File: config.mk
export PLATFORM = sky130hd
export DESIGN_NAME = usb_transfer_descriptor_splitter_core
export DESIGN_NICKNAME = d
export VERILOG_FILES = /design/src/design/utds_pkg.sv /design/src/design/utds_div.sv /design/src/design/utds_front.sv /design/src/design/utds_back.sv /design/src/design/usb_transfer_descriptor_splitter_core.sv
export VERILOG_INCLUDE_DIRS = /design/src /design/src/design
export SDC_FILE = /design/constraint.sdc
export NUM_CORES = 1
export LEC_CHECK = 0
export ABC_AREA = 1
export ABC_CLOCK_PERIOD_IN_PS = 15500
export BUFFER_PORTS_ARGS = -buffer_cell sky130_fd_sc_hd__buf_4
export CAP_MARGIN = 0
export CELL_PAD_IN_SITES_DETAIL_PLACEMENT = 0
export CELL_PAD_IN_SITES_GLOBAL_PLACEMENT = 1
export CORE_MARGIN = 2
export CORE_UTILIZATION = 46
export CTS_BUF_LIST = sky130_fd_sc_hd__clkbuf_8
export DETAILED_ROUTE_END_ITERATION = 8
export GPL_TIMING_DRIVEN = 0
export PLACE_DENSITY = 0.86
export SETUP_SLACK_MARGIN = 0.1
export SYNTH_ARGS = -nofsm -noshare
export SYNTH_HDL_FRONTEND = slang
export SYNTH_SLANG_ARGS = --single-unit
File: constraint.sdc
create_clock -name clk -period 15.5 [get_ports clk]
set_input_delay 1.55 -clock clk [delete_from_list [all_inputs] [get_ports clk]]
set_output_delay 1.55 -clock clk [all_outputs]
set_load 0.01 [all_outputs]
File: src/design/usb_transfer_descriptor_splitter_core_assert.svh
// ----------------------------------------------------------------------------
// Assertion macros for the transfer descriptor splitter
// Shared implication and invariant forms, clocked on the rising edge and
// disabled while reset is high.
// ----------------------------------------------------------------------------
`ifndef USB_TRANSFER_DESCRIPTOR_SPLITTER_CORE_ASSERT_SVH
`define USB_TRANSFER_DESCRIPTOR_SPLITTER_CORE_ASSERT_SVH

// Condition must hold at every edge outside reset.
`define UTDS_ASSERT_ALWAYS(label, clk, rst, cond, msg) \
  label: assert property (@(posedge clk) disable iff (rst) (cond)) else $error(msg);

// When ante holds, cons must hold in the same cycle.
`define UTDS_ASSERT_IMP(label, clk, rst, ante, cons, msg) \
  label: assert property (@(posedge clk) disable iff (rst) (ante) |-> (cons)) \
    else $error(msg);

`endif

File: src/design/utds_pkg.sv
// ----------------------------------------------------------------------------
// utds_pkg
// Types and constants of the transfer descriptor splitter.
// ----------------------------------------------------------------------------
package utds_pkg;

  localparam int LAST_BUFFER_INDEX = 4;
  localparam int PAGE_BYTES        = 4096;
  localparam int LEN_BITS          = 18;
  localparam int MAX_RESULTS       = 20;
  localparam int QUEUE_DEPTH_DEF   = 2;

  localparam int ADDR_W    = 64;
  localparam int MP_W      = 11;
  localparam int BC_W      = 15;
  localparam int PAGE_BITS = $clog2(PAGE_BYTES);
  localparam int SPAN_MAX  = (LAST_BUFFER_INDEX + 1) * PAGE_BYTES;
  localparam int SPAN_W    = $clog2(SPAN_MAX + 1);
  localparam int CNT_W     = $clog2(MAX_RESULTS + 1);
  localparam int SETUP_BYTES = 8;

  // token codes
  localparam logic [1:0] PID_OUT   = 2'd0;
  localparam logic [1:0] PID_IN    = 2'd1;
  localparam logic [1:0] PID_SETUP = 2'd2;

  // short-read alternate link codes
  localparam logic [1:0] ALT_TERM   = 2'd0;
  localparam logic [1:0] ALT_STOP   = 2'd1;
  localparam logic [1:0] ALT_STATUS = 2'd2;

  typedef struct packed {
    logic              is_control;
    logic              is_in;
    logic [ADDR_W-1:0] setup_addr;
    logic [ADDR_W-1:0] data_addr;
    logic [LEN_BITS-1:0] data_len;
    logic [MP_W-1:0]   max_packet;
  } in_item_t;

  typedef struct packed {
    logic [1:0]        pid_code;
    logic              data_toggle;
    logic [ADDR_W-1:0] buffer_start;
    logic [BC_W-1:0]   byte_count;
    logic [1:0]        alt_link;
    logic              last;
  } out_item_t;

  // classified request as queued between front and back
  typedef struct packed {
    logic              is_control;
    logic              is_in;
    logic [1:0]        alt_link;
    logic [ADDR_W-1:0] setup_addr;
    logic [ADDR_W-1:0] data_addr;
    logic [LEN_BITS-1:0] data_len;
    logic [MP_W-1:0]   max_packet;
  } job_t;

endpackage

File: src/design/utds_div.sv
// ----------------------------------------------------------------------------
// utds_div
// Restoring divider, one quotient bit per cycle: chunk length by max packet.
// ----------------------------------------------------------------------------
module utds_div (
  input  logic                       clk,
  input  logic                       rst,
  input  logic                       start,
  input  logic [utds_pkg::SPAN_W-1:0] dividend,
  input  logic [utds_pkg::MP_W-1:0]   divisor,
  output logic                       busy,
  output logic                       done,
  output logic [utds_pkg::SPAN_W-1:0] quotient,
  output logic [utds_pkg::MP_W-1:0]   remainder
);
  import utds_pkg::*;

  localparam int STEP_W = $clog2(SPAN_W + 1);

  logic [SPAN_W-1:0] quo;
  logic [MP_W-1:0]   rem_acc;
  logic [MP_W-1:0]   dsr;
  logic [STEP_W-1:0] steps;
  logic [MP_W:0]     partial;
  logic [MP_W:0]     diff;
  logic              ge;
  logic [MP_W-1:0]   rem_step;

  always_comb begin
    partial  = {rem_acc, quo[SPAN_W-1]};
    diff     = partial - {1'b0, dsr};
    ge       = (partial >= {1'b0, dsr});
    rem_step = ge ? diff[MP_W-1:0] : partial[MP_W-1:0];
  end

  always_ff @(posedge clk) begin
    if (rst) begin
      busy <= 1'b0;
      done <= 1'b0;
    end else begin
      done <= 1'b0;
      if (start) begin
        quo     <= dividend;
        rem_acc <= '0;
        dsr     <= divisor;
        steps   <= STEP_W'(SPAN_W);
        busy    <= 1'b1;
      end else if (busy) begin
        quo     <= {quo[SPAN_W-2:0], ge};
        rem_acc <= rem_step;
        steps   <= steps - STEP_W'(1);
        if (steps == STEP_W'(1)) begin
          busy <= 1'b0;
          done <= 1'b1;
        end
      end
    end
  end

  assign quotient  = quo;
  assign remainder = rem_acc;

endmodule

File: src/design/utds_front.sv
// ----------------------------------------------------------------------------
// utds_front
// Accepts requests, classifies them and queues the ones that give descriptors.
// ----------------------------------------------------------------------------
module utds_front #(
  parameter int QUEUE_DEPTH = utds_pkg::QUEUE_DEPTH_DEF
) (
  input  logic               clk,
  input  logic               rst,
  input  logic               req_valid,
  output logic               req_stall,
  input  utds_pkg::in_item_t req,
  output logic               q_valid,
  input  logic               q_pop,
  output utds_pkg::job_t     q_job
);
  import utds_pkg::*;

  localparam int PTR_W  = (QUEUE_DEPTH > 1) ? $clog2(QUEUE_DEPTH) : 1;
  localparam int FILL_W = $clog2(QUEUE_DEPTH + 1);

  job_t              slots [QUEUE_DEPTH];
  logic [PTR_W-1:0]  wr_ptr;
  logic [PTR_W-1:0]  rd_ptr;
  logic [FILL_W-1:0] fill;
  job_t              job;
  logic              drop;
  logic              accept;
  logic              push;

  // classify: token direction link, max packet fix-up, empty bulk drop
  always_comb begin
    job.is_control = req.is_control;
    job.is_in      = req.is_in;
    job.setup_addr = req.setup_addr;
    job.data_addr  = req.data_addr;
    job.data_len   = req.data_len;
    job.max_packet = (req.max_packet == '0) ? MP_W'(1) : req.max_packet;
    if (req.is_in) begin
      job.alt_link = req.is_control ? ALT_STATUS : ALT_STOP;
    end else begin
      job.alt_link = ALT_TERM;
    end
    drop = !req.is_control && (req.data_len == '0);
  end

  assign req_stall = (fill == FILL_W'(QUEUE_DEPTH));
  assign accept    = req_valid && !req_stall;
  assign push      = accept && !drop;
  assign q_valid   = (fill != '0);
  assign q_job     = slots[rd_ptr];

  always_ff @(posedge clk) begin
    if (push) begin
      slots[wr_ptr] <= job;
    end
  end

  always_ff @(posedge clk) begin
    if (rst) begin
      wr_ptr <= '0;
      rd_ptr <= '0;
      fill   <= '0;
    end else begin
      if (push) begin
        wr_ptr <= (wr_ptr == PTR_W'(QUEUE_DEPTH - 1)) ? '0 : wr_ptr + PTR_W'(1);
      end
      if (q_pop) begin
        rd_ptr <= (rd_ptr == PTR_W'(QUEUE_DEPTH - 1)) ? '0 : rd_ptr + PTR_W'(1);
      end
      case ({push, q_pop})
        2'b10:   fill <= fill + FILL_W'(1);
        2'b01:   fill <= fill - FILL_W'(1);
        default: fill <= fill;
      endcase
    end
  end

endmodule

File: src/design/utds_back.sv
// ----------------------------------------------------------------------------
// utds_back
// Descriptor sequencer: setup, page-bounded data chunks, status.
// ----------------------------------------------------------------------------
`include "usb_transfer_descriptor_splitter_core_assert.svh"

module utds_back (
  input  logic                clk,
  input  logic                rst,
  input  logic                q_valid,
  input  utds_pkg::job_t      q_job,
  output logic                q_pop,
  output logic                desc_valid,
  input  logic                desc_stall,
  output utds_pkg::out_item_t desc
);
  import utds_pkg::*;

  localparam int CMP_W = (LEN_BITS > SPAN_W) ? LEN_BITS : SPAN_W;

  typedef enum logic [2:0] {
    S_IDLE, S_SETUP, S_START, S_DIV, S_EMIT, S_STATUS
  } state_t;

  state_t            state, state_next;
  job_t              job_r, job_r_next;
  logic [LEN_BITS-1:0] done, done_next;
  logic [CNT_W-1:0]  n, n_next;
  logic              toggle, toggle_next;
  logic [ADDR_W-1:0] cur_addr, cur_addr_next;
  logic [SPAN_W-1:0] l0, l0_next;
  logic              fits, fits_next;
  logic              desc_valid_next;
  out_item_t         desc_next;

  logic              out_free;
  logic [CNT_W-1:0]  room;
  logic [CNT_W-1:0]  n_inc;
  logic              more;
  logic [LEN_BITS-1:0] rem;
  logic [SPAN_W-1:0] span;
  logic              rem_fits;
  logic [SPAN_W-1:0] len;
  logic              odd;
  logic [LEN_BITS-1:0] done_sum;

  logic              div_start;
  logic              div_busy;
  logic              div_done;
  logic [SPAN_W-1:0] div_quo;
  logic [MP_W-1:0]   div_rem;

  utds_div u_div (
    .clk       (clk),
    .rst       (rst),
    .start     (div_start),
    .dividend  (l0_next),
    .divisor   (job_r.max_packet),
    .busy      (div_busy),
    .done      (div_done),
    .quotient  (div_quo),
    .remainder (div_rem)
  );

  always_comb begin
    out_free = !desc_valid || !desc_stall;
    room     = job_r.is_control ? CNT_W'(MAX_RESULTS - 1) : CNT_W'(MAX_RESULTS);
    n_inc    = n + CNT_W'(1);
    more     = (done < job_r.data_len) && (n < room);
    rem      = job_r.data_len - done;
    // bytes reachable within the page window from the current offset
    span     = SPAN_W'(SPAN_MAX) - SPAN_W'(cur_addr[PAGE_BITS-1:0]);
    rem_fits = (CMP_W'(rem) <= CMP_W'(span));

    // trim to whole packets unless the rest fits or one packet exceeds the window
    len      = l0 - (((!fits) && (div_quo != '0)) ? SPAN_W'(div_rem) : SPAN_W'(0));
    if (fits) begin
      odd = div_quo[0] ^ (div_rem != '0);
    end else begin
      odd = (div_quo != '0) ? div_quo[0] : 1'b1;
    end
    done_sum = done + LEN_BITS'(len);

    state_next      = state;
    job_r_next      = job_r;
    done_next       = done;
    n_next          = n;
    toggle_next     = toggle;
    cur_addr_next   = cur_addr;
    l0_next         = l0;
    fits_next       = fits;
    desc_valid_next = desc_valid && desc_stall;
    desc_next       = desc;
    q_pop           = 1'b0;
    div_start       = 1'b0;

    case (state)
      S_IDLE: begin
        if (q_valid) begin
          q_pop         = 1'b1;
          job_r_next    = q_job;
          done_next     = '0;
          n_next        = '0;
          toggle_next   = 1'b0;
          cur_addr_next = q_job.data_addr;
          state_next    = q_job.is_control ? S_SETUP : S_START;
        end
      end
      S_SETUP: begin
        if (out_free) begin
          desc_valid_next        = 1'b1;
          desc_next.pid_code     = PID_SETUP;
          desc_next.data_toggle  = 1'b0;
          desc_next.buffer_start = job_r.setup_addr;
          desc_next.byte_count   = BC_W'(SETUP_BYTES);
          desc_next.alt_link     = ALT_TERM;
          desc_next.last         = 1'b0;
          toggle_next            = 1'b1;
          n_next                 = n_inc;
          state_next             = S_START;
        end
      end
      S_START: begin
        if (more) begin
          fits_next  = rem_fits;
          l0_next    = rem_fits ? SPAN_W'(rem) : span;
          div_start  = 1'b1;
          state_next = S_DIV;
        end else begin
          state_next = job_r.is_control ? S_STATUS : S_IDLE;
        end
      end
      S_DIV: begin
        if (div_done) begin
          state_next = S_EMIT;
        end
      end
      S_EMIT: begin
        if (out_free) begin
          desc_valid_next        = 1'b1;
          desc_next.pid_code     = job_r.is_in ? PID_IN : PID_OUT;
          desc_next.data_toggle  = toggle;
          desc_next.buffer_start = cur_addr;
          desc_next.byte_count   = BC_W'(len);
          desc_next.alt_link     = job_r.alt_link;
          desc_next.last         = !job_r.is_control &&
                                   ((done_sum >= job_r.data_len) || (n_inc >= room));
          toggle_next            = toggle ^ odd;
          done_next              = done_sum;
          cur_addr_next          = cur_addr + ADDR_W'(len);
          n_next                 = n_inc;
          state_next             = S_START;
        end
      end
      S_STATUS: begin
        if (out_free) begin
          desc_valid_next        = 1'b1;
          desc_next.pid_code     = job_r.is_in ? PID_OUT : PID_IN;
          desc_next.data_toggle  = 1'b1;
          desc_next.buffer_start = '0;
          desc_next.byte_count   = '0;
          desc_next.alt_link     = ALT_TERM;
          desc_next.last         = 1'b1;
          n_next                 = n_inc;
          state_next             = S_IDLE;
        end
      end
      default: begin
        state_next = S_IDLE;
      end
    endcase
  end

  always_ff @(posedge clk) begin
    if (rst) begin
      state      <= S_IDLE;
      n          <= '0;
      toggle     <= 1'b0;
      desc_valid <= 1'b0;
    end else begin
      state      <= state_next;
      n          <= n_next;
      toggle     <= toggle_next;
      desc_valid <= desc_valid_next;
      job_r      <= job_r_next;
      done       <= done_next;
      cur_addr   <= cur_addr_next;
      l0         <= l0_next;
      fits       <= fits_next;
      desc       <= desc_next;
    end
  end

  `UTDS_ASSERT_ALWAYS(a_done_in_range, clk, rst, (state == S_IDLE) || (done <= job_r.data_len), "data offset past request length")
  `UTDS_ASSERT_ALWAYS(a_count_in_range, clk, rst, n <= CNT_W'(MAX_RESULTS), "descriptor count past limit")
  `UTDS_ASSERT_IMP(a_setup_not_last, clk, rst, desc_valid && (desc.pid_code == PID_SETUP), !desc.last, "setup descriptor marked last")
  `UTDS_ASSERT_IMP(a_div_start_idle, clk, rst, div_start, !div_busy, "divider restarted while busy")

endmodule

File: src/design/usb_transfer_descriptor_splitter_core.sv
// ----------------------------------------------------------------------------
// usb_transfer_descriptor_splitter_core
// Request in (req_valid/req_stall/req), one item per transfer request;
// descriptors out (desc_valid/desc_stall/desc), one item per descriptor, the
// final one flagged by desc.last. Non-control zero-length requests are
// accepted and give nothing. A front stage classifies and queues requests;
// the back sequencer runs one at a time. Output sits in one register.
// Each data descriptor is sized from the page window, divided bit-serially
// by max packet, then loaded into the output register. A control request
// emits setup before its data and, after the end-of-data check, status.
// A request gives at most 20 descriptors; a 1 KB control read gives three.
// Reset is synchronous, empties the queue and drops any pending descriptor.
// desc_stall holds the output register; requests keep queuing until full.
// ----------------------------------------------------------------------------
module usb_transfer_descriptor_splitter_core #(
  parameter int QUEUE_DEPTH = utds_pkg::QUEUE_DEPTH_DEF
) (
  input  logic                clk,
  input  logic                rst,
  input  logic                req_valid,
  output logic                req_stall,
  input  utds_pkg::in_item_t  req,
  output logic                desc_valid,
  input  logic                desc_stall,
  output utds_pkg::out_item_t desc
);
  import utds_pkg::*;

  // queue between classifier and sequencer
  logic q_valid;
  logic q_pop;
  job_t q_job;

  // front: drops empty bulk requests, fixes max packet 0 to 1, picks alt link
  utds_front #(
    .QUEUE_DEPTH (QUEUE_DEPTH)
  ) u_front (
    .clk       (clk),
    .rst       (rst),
    .req_valid (req_valid),
    .req_stall (req_stall),
    .req       (req),
    .q_valid   (q_valid),
    .q_pop     (q_pop),
    .q_job     (q_job)
  );

  // back: setup, page-window data chunks with toggle tracking, status
  utds_back u_back (
    .clk        (clk),
    .rst        (rst),
    .q_valid    (q_valid),
    .q_job      (q_job),
    .q_pop      (q_pop),
    .desc_valid (desc_valid),
    .desc_stall (desc_stall),
    .desc       (desc)
  );

endmodule

Word-level counts from Yosys, hierarchy flattened
Memory sizes are Yosys's and may differ from the RTL's. A register that Yosys moved wholly into a read port is not among the register bits.
Index checks and enable logic that the tools add are counted.
{"block": "classes", "eq_ne": 16, "magnitude_cmp": 6, "muxes": 59, "n_reduce_logical": 40, "n_addsub": 12, "n_bitwise": 4}
{"cell": "$mux W85", "count": 3}
{"cell": "$pmux W85 S3", "count": 1}
{"cell": "$mux W64", "count": 2}
{"cell": "$pmux W64 S2", "count": 1}
{"cell": "$mux W15", "count": 5}
{"cell": "$add A64 B15 Y64", "count": 1}
{"cell": "$mux W11", "count": 4}
{"cell": "$mux W18", "count": 2}
{"cell": "$pmux W18 S2", "count": 1}
{"cell": "$mux W1", "count": 23}
{"cell": "$mux W3", "count": 7}
{"cell": "$add A18 B15 Y18", "count": 1}
{"cell": "$ge A18 B18 Y1", "count": 1}
{"cell": "$le A18 B15 Y1", "count": 1}
{"cell": "$logic_not A18 Y1", "count": 1}
{"cell": "$lt A18 B18 Y1", "count": 1}
{"cell": "$sub A18 B18 Y18", "count": 1}
{"cell": "$pmux W3 S5", "count": 1}
{"cell": "$reduce_bool A15 Y1", "count": 1}
{"cell": "$sub A15 B12 Y15 const A", "count": 1}
{"cell": "$sub A15 B15 Y15", "count": 1}
{"cell": "$ge A12 B11 Y1", "count": 1}
{"cell": "$reduce_and A4 Y1", "count": 3}
{"cell": "$logic_not A11 Y1", "count": 1}
{"cell": "other kinds (36)", "count": 72}
{"block": "totals", "mem_count": 1, "mem_bits_rw": 322, "in_bits": 163, "ff_bits": 337}
{"name": "u_front.slots", "depth": 2, "width": 161, "rd": 1, "rd_ports_with_merged_regs": 1, "write_ports": 1, "line": "utds_front.sv:22", "rtl": "job_t slots [QUEUE_DEPTH];"}

Longest topological paths before layout
Gate-level depths: netlist of the first run.
{"block": "depth", "ltp_word": 10, "mapped_depth": 34}

Hierarchy
A second synthesis of the first run with hierarchy kept.
{"block": "hier_totals", "hier_cells": 2863, "hier_area_um2": 32363.5}
{"module": "utds_back", "seq_area_each_um2": 8608.3, "instances": 1, "area_each_um2": 17446.7, "cells_per_inst": 1984}
{"module": "utds_front", "seq_area_each_um2": 9769.4, "instances": 1, "area_each_um2": 12346.8, "cells_per_inst": 568}
{"module": "utds_div", "seq_area_each_um2": 1271.2, "instances": 1, "area_each_um2": 2570.0, "cells_per_inst": 311}

Worst setup path after synthesis of the first run
OpenSTA, ideal clock, no wires.
{"block": "synth_path", "path_kind": "in2reg", "startpoint": "input port req[28] in the netlist's numbering", "endpoint": "memory u_front.slots[1][0] in the netlist's numbering, enable pin", "setup_time_ns": 0.685, "t_arrival_ns": 8.562, "stages": 5, "slack_ns": 6.253, "path_buffers": 0, "path_cell_list": "nor3_1 nand3_1 nand3b_1 nand2_1 nor2_1"}
{"block": "synth_via", "elab_chain_cells": 6}
{"element": "start: declaration", "line": "usb_transfer_descriptor_splitter_core.sv:22", "rtl": "input utds_pkg::in_item_t req,"}
{"element": "$logic_not A18 Y1", "line": "utds_front.sv:44", "rtl": "drop = !req.is_control && (req.data_len == '0);"}
{"element": "$logic_and A1 B1 Y1", "line": "utds_front.sv:44"}
{"element": "$logic_not A1 Y1", "line": "utds_front.sv:49", "rtl": "assign push = accept && !drop;"}
{"element": "$logic_and A1 B1 Y1", "line": "utds_front.sv:49"}
{"element": "$mux W1", "line": "utds_front.sv:54", "rtl": "if (push) begin"}
{"element": "$mux W1 (implied by the code)", "line": "utds_front.sv:55", "rtl": "slots[wr_ptr] <= job;"}
{"element": "end: declaration", "line": "utds_front.sv:22"}
Every way passes these cells.

==> impl_results.md, run 1 <==
- Sinks on Clock Net: 660
- Full die area: 0.0708 mm2
- Post-Layout Cell Count: 4126
- Endpoints failing setup: 0
- Fillers: 5788
- Antenna violations before repair: 5
- R2R Path Start: u_back.u_div.quotient[6]$_DFFE_PP_
- Mapped Cells: 2764
- CTS Buffer Depth: 3
- FP Rows: 96
- Final core occ: 54.6%
- Slew Limit Fails: 0
- Max-slew headroom: 30.6%
- Worst hold path type: register to register
- Vias: 22000
- Worst-path fanout max: 10
- Critical Path Start Type: register
- Element type at the critical path end: register
- Later-pin clock latency in the skew report: 740 ps
- Global placement routability congestion: 0.979
- Clock slew at reported path FFs: 60 ps
- Port bufs: 248
- Crit path arrival time: 7190 ps
- Pin count of the biggest net entering global routing: 35
- Internal power: 4.13 mW
- H-tree Lvls: 3
- Storage cell area: 0.0196 mm2
- DR pass1 iterations: 7
- Routed len/inst: 21.4 um
- Die X: 266 um
- Total congestion overflow: 0
- Post-Syn Nets: 3045
- Reg2reg setup slack: 8690 ps
- Post-CTS Hold Buffers: 0
- Dpl hpwl: 67.6 mm
- Slowest cell on crit path: o21ai_0
- Post-synth top flop: edfxtp_1
- Critical path class: register to register
- Achievable Freq: 147 MHz
- Core Region: 0.0682 mm2
- Fin nets: 3428
- Status: complete, no violations
- CTS tree: done
- Asr flop ratio synth: 0%
- Mean Syn Cell Area: 11.4 um2
- Worst VDD drop: 0.0909 mV
- Final non-filler cell area: 0.0372 mm2
- Share of cells above drive strength 1: 19.8%
- Cell variety after synth: 62
- Total Wirelength: 88.4 mm
- Combinational share of power: 38.6%
- CP peak stage delay: 440 ps
- Worst Setup SP: u_back.u_div.quotient[6]$_DFFE_PP_
- Period minus WS final: 6810 ps
- Most frequent cell on the critical path: nand2_1
- Reg power frac: 38.6%
- Worst Setup EP: u_back.desc[0]$_DFFE_PP_
- Final Skew: 50.5 ps
- Area of the mapped netlist: 0.0316 mm2
- Period utilisation layout: 43.9%
- Syn-to-layout area delta: 17.9%
- Req. time, crit path: 15870 ps
- Number of enable flip-flop cells after synthesis: 643
- Dpl cell area: 0.0351 mm2
- DRC: 0
- DRT iter0 DRCs: 1883
- Syn. warnings: 0
- Post-DRT Antenna Nets: 0
- Via count of the first global-routing pass: 22200
- Power density cells: 180 mW/mm2
- Worst Tran Pin Value: 1040 ps
- DIE HEIGHT: 266 um
- Inst Count DP: 3921
- Clock share of power: 22.8%
- Sequential area share after synthesis: 62.2%
- Reg2Reg Depth: 31
- Global-route wire length before repair: 131 mm
- Sw Share: 38.3%
- RSZ-0062 raised after global routing: no
- Sw power: 2.57 mW
- IO Pins: 250
- MaxCap Viol Count: 0
- Leakage: 15.0 nW
- Cell chosen for the clock root: clkbuf_8
- Via density: 5.34
- Final Hold Viols: 0
- Footprint of the multi-input gates: 0.0104 mm2
- CTS buffer count: 106
- Effective utilization at floorplan: 46.3%
- Final setup TNS: 0 ps
- R2r endpoint: u_back.desc[0]$_DFFE_PP_
- Synth Register Bits: 660
- Post-CTS sizing: 0
- All-Layer GR Usage: 24.8%
- Setup bufs post-CTS: 0
area by class of cell:
cell class | instances | area share [%]
clock inverters | 94 | 1.89
well taps | 882 | 2.96
multi-input cells | 1696 | 27.9
inverters | 329 | 3.33
repair buffers | 275 | 6.25
clock buffers | 106 | 3.92
diodes | 5 | 0.0336
flip-flops and latches | 660 | 52.8
plain buffers | 79 | 0.955
per-layer routing:
metal  share of wire, %  GRT usage (%)
met5                  0              0
met4                3.1           9.29
met3                4.8           3.10
met2                 52           44.1
met1                 40           30.8
registers in the layout, indices dropped and copies added (netlist names), named ones only:
register                cells
u_front.slots             322
u_back.u_div.quotient      15
u_back.u_div.steps          4
u_front.fill                2
u_back.state                3
u_back.job_r               97
u_back.u_div.remainder     11
u_back.desc                85
u_back.desc_valid           1
u_back.fits                 1
u_back.u_div.done           1
u_back.toggle               1
u_back.n                    5
u_back.done                18
u_back.cur_addr            64
u_front.rd_ptr              1
u_back.u_div.busy           1
u_back.u_div.dsr           11
u_back.l0                  15
u_front.wr_ptr              1
critical path: cells and delay by family, from the launching register on:
kind / cells / cell delay [ps]
buffers and inverters: 4 / 590
AOI/OAI and AO/OA: 8 / 1910
and+or+nand+nor: 15 / 2370
xor gates and xnor gates: 1 / 310
adders and majority gates: 3 / 830
DFF: 1 / 410
stage by stage:
stage | total power, mW | hold slack, ps | worst slack (ps)
floorplan | 4.34 | 400 | 6250
global placement | 5.16 | 404 | 1770
detailed placement | 5.17 | 415 | 8750
CTS | 6.71 | 422 | 8690
global route | 7.08 | 441 | 8050
finish | 6.69 | 419 | 8690
Yosys cell counts, types with 4 or more instances:
cell type | number | area share [%]
dfxtp_1 | 17 | 1.1
o21a_1 | 4 | 0.095
nor3_1 | 36 | 0.57
inv_2 | 7 | 0.083
nor2_1 | 167 | 2.0
nand2_2 | 19 | 0.38
fa_1 | 5 | 0.32
o211ai_1 | 21 | 0.50
a21oi_1 | 92 | 1.5
o21bai_1 | 7 | 0.17
clkbuf_1 | 51 | 0.61
xnor2_1 | 17 | 0.47
mux2i_1 | 38 | 1.2
a21boi_0 | 4 | 0.095
buf_1 | 7 | 0.083
mux2_2 | 116 | 4.1
nand2_1 | 582 | 6.9
buf_2 | 16 | 0.25
a21o_1 | 6 | 0.14
nor4_1 | 22 | 0.44
nor2_2 | 9 | 0.18
nand4_1 | 31 | 0.61
ha_1 | 113 | 4.5
a22o_1 | 10 | 0.28
nand3b_1 | 6 | 0.14
nand3_2 | 22 | 0.70
edfxtp_1 | 643 | 61
inv_1 | 317 | 3.8
o221ai_1 | 9 | 0.25
o21ai_1 | 16 | 0.25
xor2_1 | 77 | 2.1
nand3_1 | 102 | 1.6
o21ai_0 | 121 | 1.9
a32o_1 | 10 | 0.32
power by group through the flow:
stage	Sequential [mW]	Clock (mW)	Combinational (mW)
2_1_floorplan	2.64	0	1.70
3_3_place_gp	2.74	0	2.42
3_5_place_dp	2.62	0	2.55
4_1_cts	2.58	1.56	2.57
5_1_grt	2.61	1.63	2.84
6_report	2.58	1.52	2.59
cell families after synthesis:
group,Yosys count,share of synthesized area (%)
muxes,154,5.34
and+or+nand+nor,1017,14.2
buffers and inverters,408,5.05
adders and majority gates,118,4.79
xor gates and xnor gates,94,2.61
DFF,660,62.2
AOI/OAI and AO/OA,313,5.82
worst min path at each step:
stage / from / endpoint / slack, ps / depth (start not counted)
final: u_back.job_r[1]$_DFFE_PP_ / u_back.u_div.dsr[1]$_DFFE_PP_ / 420 / 0
after global routing: u_back.job_r[5]$_DFFE_PP_ / u_back.u_div.dsr[5]$_DFFE_PP_ / 440 / 0
after CTS: u_back.job_r[1]$_DFFE_PP_ / u_back.u_div.dsr[1]$_DFFE_PP_ / 420 / 0
after detailed placement: u_back.job_r[8]$_DFFE_PP_ / u_back.u_div.dsr[8]$_DFFE_PP_ / 420 / 0
after global placement: u_back.job_r[4]$_DFFE_PP_ / u_back.u_div.dsr[4]$_DFFE_PP_ / 400 / 0
after floorplan: u_back.job_r[0]$_DFFE_PP_ / u_back.u_div.dsr[0]$_DFFE_PP_ / 400 / 0
placed cells by master (no fill, tap or decap), drive strengths merged, types with 2 or more instances in the layout:
| master | instances |
|---|---|
| edfxtp | 643 |
| nand2 | 602 |
| inv | 349 |
| buf | 303 |
| nor2 | 177 |
| clkbuf | 157 |
| o21ai | 138 |
| nand3 | 126 |
| mux2 | 116 |
| ha | 113 |
| a21oi | 93 |
| xor2 | 77 |
| clkinv | 61 |
| nor3 | 39 |
| mux2i | 38 |
| nand4 | 32 |
| nor4 | 22 |
| o211ai | 21 |
| xnor2 | 17 |
| dfxtp | 17 |
| a32o | 10 |
| a22o | 10 |
| o221ai | 9 |
| bufinv | 9 |
| o21bai | 8 |
| a21o | 6 |
| nand3b | 6 |
| diode | 5 |
| fa | 5 |
| a21boi | 5 |
| or2 | 5 |
| o21a | 4 |
| clkinvlp | 4 |
| and3 | 3 |
| nor3b | 3 |
| a31o | 2 |
| a31oi | 2 |
| a221oi | 2 |
No activity file was read; power rests on OpenSTA's default activity.
==> run 2: changes to the inputs <==
--- a/config.mk
+++ b/config.mk
@@ -7,7 +7,7 @@
 export NUM_CORES = 1
 export LEC_CHECK = 0
 export ABC_AREA = 1
-export ABC_CLOCK_PERIOD_IN_PS = 15500
+export ABC_CLOCK_PERIOD_IN_PS = 6330
 export BUFFER_PORTS_ARGS = -buffer_cell sky130_fd_sc_hd__buf_4
 export CAP_MARGIN = 0
 export CELL_PAD_IN_SITES_DETAIL_PLACEMENT = 0
==> constraint.sdc (replaced) <==
create_clock -name clk -period 6.33 [get_ports clk]
set_input_delay 0.633 -clock clk [delete_from_list [all_inputs] [get_ports clk]]
set_output_delay 0.633 -clock clk [all_outputs]
set_load 0.01 [all_outputs]
==> impl_results.md, run 2 (synthesis gave the netlist of run 1 again) <==
- Sinks on Clock Net: 660 (unchanged)
- Max-slew headroom: 29.6% (was 30.6%)
- Req. time, crit path: 6730 ps (was 15870 ps)
- Fin nets: 3432 (was 3428)
- Worst-path fanout max: 5 (was 10)
- FP Rows: 96 (unchanged)
- Dpl cell area: 0.0351 mm2 (about the same)
- Period utilisation layout: 93.5% (was 43.9%)
- Dpl hpwl: 66.9 mm (was 67.6 mm)
- DRC: 0 (unchanged)
- Share of cells above drive strength 1: 20.5% (was 19.8%)
- Later-pin clock latency in the skew report: 750 ps (was 740 ps)
- Full die area: 0.0708 mm2 (unchanged)
- CTS Buffer Depth: 3 (unchanged)
- CTS buffer count: 105 (was 106)
- Inst Count DP: 3918 (was 3921)
- Clock slew at reported path FFs: 60 ps (about the same)
- Power density cells: 436 mW/mm2 (was 180 mW/mm2)
- Total Wirelength: 87.4 mm (was 88.4 mm)
- Reg2reg setup slack: 410 ps (was 8690 ps)
- Critical Path Start Type: register (unchanged)
- DR pass1 iterations: 5 (was 7)
- Routed len/inst: 21.3 um (was 21.4 um)
- Global-route wire length before repair: 130 mm (was 131 mm)
- Critical path class: register to register (unchanged)
- Total congestion overflow: 0 (unchanged)
- Worst hold slack: 66.8 ps (was 419 ps)
- Cell chosen for the clock root: clkbuf_8 (unchanged)
- RSZ-0062 raised after global routing: no (unchanged)
- Element type at the critical path end: register (unchanged)
- Hold depth: 1 (was 0)
- Endpoints failing setup: 0 (unchanged)
- Largest register FFs: 322 (unchanged)
- Crit path arrival time: 6320 ps (was 7190 ps)
- Period minus WS final: 5920 ps (was 6810 ps)
- Worst Hold End: u_front.slots[1][82]$_DFFE_PP_ (was u_back.u_div.dsr[1]$_DFFE_PP_)
- Biggest regs: u_front.slots: 322 flops, u_back.job_r: 97 flops, u_back.desc: 85 flops (unchanged)
- CTS tree: done (unchanged)
- Storage cell area: 0.0196 mm2 (unchanged)
- Die X: 266 um (unchanged)
- Tot Pwr: 16.3 mW (was 6.69 mW)
- H-tree Lvls: 3 (unchanged)
- Worst Tran Pin Value: 1060 ps (was 1040 ps)
- Vias: 21800 (was 22000)
- Post-CTS Hold Buffers: 0 (unchanged)
- Footprint of the multi-input gates: 0.0105 mm2 (was 0.0104 mm2)
- Final Hold Viols: 0 (unchanged)
- Achievable Freq: 169 MHz (was 147 MHz)
- Port bufs: 248 (unchanged)
- Core Region: 0.0682 mm2 (unchanged)
- Final Skew: 46.5 ps (was 50.5 ps)
- DIE HEIGHT: 266 um (unchanged)
- Reg with most FFs: u_front.slots (unchanged)
- Via density: 5.31 (was 5.34)
- R2R Path Start: u_back.u_div.quotient[12]$_DFFE_PP_ (was u_back.u_div.quotient[6]$_DFFE_PP_)
- Status: complete, no violations (unchanged)
- Effective utilization at floorplan: 46.3% (unchanged)
- Via count of the first global-routing pass: 22100 (was 22200)
- Syn-to-layout area delta: 18.0% (was 17.9%)
- R2r endpoint: u_back.desc[0]$_DFFE_PP_ (unchanged)
- Worst Setup SP: u_back.u_div.quotient[12]$_DFFE_PP_ (was u_back.u_div.quotient[6]$_DFFE_PP_)
- Leakage: 15.0 nW (about the same)
- All-Layer GR Usage: 24.5% (was 24.8%)
- Slew Limit Fails: 0 (unchanged)
- Hold path startpoint: req[82] (was u_back.job_r[1]$_DFFE_PP_)
- DRT iter0 DRCs: 1638 (was 1883)
- Post-DRT Antenna Nets: 0 (unchanged)
- IO Pins: 250 (unchanged)
- Pin count of the biggest net entering global routing: 35 (unchanged)
- Post-Layout Cell Count: 4114 (was 4126)
- Global placement routability congestion: 0.990 (was 0.979)
- MaxCap Viol Count: 0 (unchanged)
- Reg2Reg Depth: 25 (was 31)
- Fillers: 5755 (was 5788)
- Most common cell after layout, fill and taps aside: edfxtp_1 (unchanged)
- Commonest non-fill, non-tap cells in the layout: edfxtp_1 (643), nand2_1 (577), inv_1 (347), buf_4 (257), nor2_1 (163) (was edfxtp_1 (643), nand2_1 (582), inv_1 (337), buf_4 (252), nor2_1 (163))
- Antenna violations before repair: 2 (was 5)
- Worst VDD drop: 0.202 mV (was 0.0909 mV)
- Worst hold path type: input pin to register (was register to register)
- Final non-filler cell area: 0.0373 mm2 (was 0.0372 mm2)
## run 2: power breakdown
| part | total [mW] | internal, mW | switching, mW |
|---|---|---|---|
| clock network | 3.48 | 1.75 | 1.73 |
| logic | 6.45 | 2.32 | 4.13 |
| registers | 6.33 | 5.93 | 0.404 |
## run 2: stage by stage
| step | worst slack [ps] | setup TNS (ps) | util (%) |
|---|---|---|---|
| 2_1_floorplan | 663 | 0 | - |
| 3_3_place_gp | -2310 | -1116180 | 50.7 |
| 3_5_place_dp | -224 | -224 | 51.5 |
| 4_1_cts | 110 | 0 | 54.4 |
| 5_1_grt | 86.3 | 0 | 54.6 |
| 6_report | 412 | 0 | 54.6 |
## run 2: critical path, cell delays in order, from the launching register on
cell and delay (ps):
edfxtp_1 410, nor4_2 310, nand4_1 200, nand2_2 190
clkinvlp_4 140, nand2_1 90, ha_1 280, a21oi_1 170
nand2_2 110, xor2_1 650, ha_1 410, a21oi_1 130
nand2_1 120, nand2_1 90, nand2_1 120, a21boi_2 220
o21ai_2 100, xor2_1 220, inv_1 70, ha_1 270
nand2_1 120, o21ai_0 110, a21oi_1 230, nand4_1 410
o21ai_1 280, o21ai_1 130
## run 2: worst max-delay path by stage
stage / slack [ps] / to / cells after the start
floorplan: 660 / u_back.job_r[0]$_DFFE_PP_ / 3
global placement: -2310 / u_front.slots[1][84]$_DFFE_PP_ / 6
global route: 90 / u_back.desc[0]$_DFFE_PP_ / 32
CTS: 110 / u_back.desc[0]$_DFFE_PP_ / 30
detailed placement: -220 / u_back.desc[0]$_DFFE_PP_ / 31
finish: 410 / u_back.desc[0]$_DFFE_PP_ / 25
## run 2: cell type report
cell class                      instances  share of cell area [%]
Multi-Input combinational cell       1696                    28.1
Timing Repair inverter                  1                  0.0201
Clock inverter                         79                    1.38
Clock buffer                          107                    3.95
Inverter                              329                    3.34
Buffer                                 79                   0.953
Tap cell                              882                    2.96
Antenna cell                            2                  0.0134
Timing Repair Buffer                  279                    6.52
Sequential cell                       660                    52.7
## run 2: timing repair
item / in CTS / in global routing
setup endpoints to repair: 1 / 1
pin swaps: 3 / 8
buffers inserted: 1 / 6
gates resized for setup: 8 / 34
gates cloned: 0 / 1
## run 2: per-layer routing
layer  global-route usage (%)  wire length, um  up-vias
met3                     3.96             4410      179
met1                     30.4            35800    10600
met5                        0                0        -
met2                     42.7            43800      656
met4                     10.1             3480        0
li1                         -                -    10400
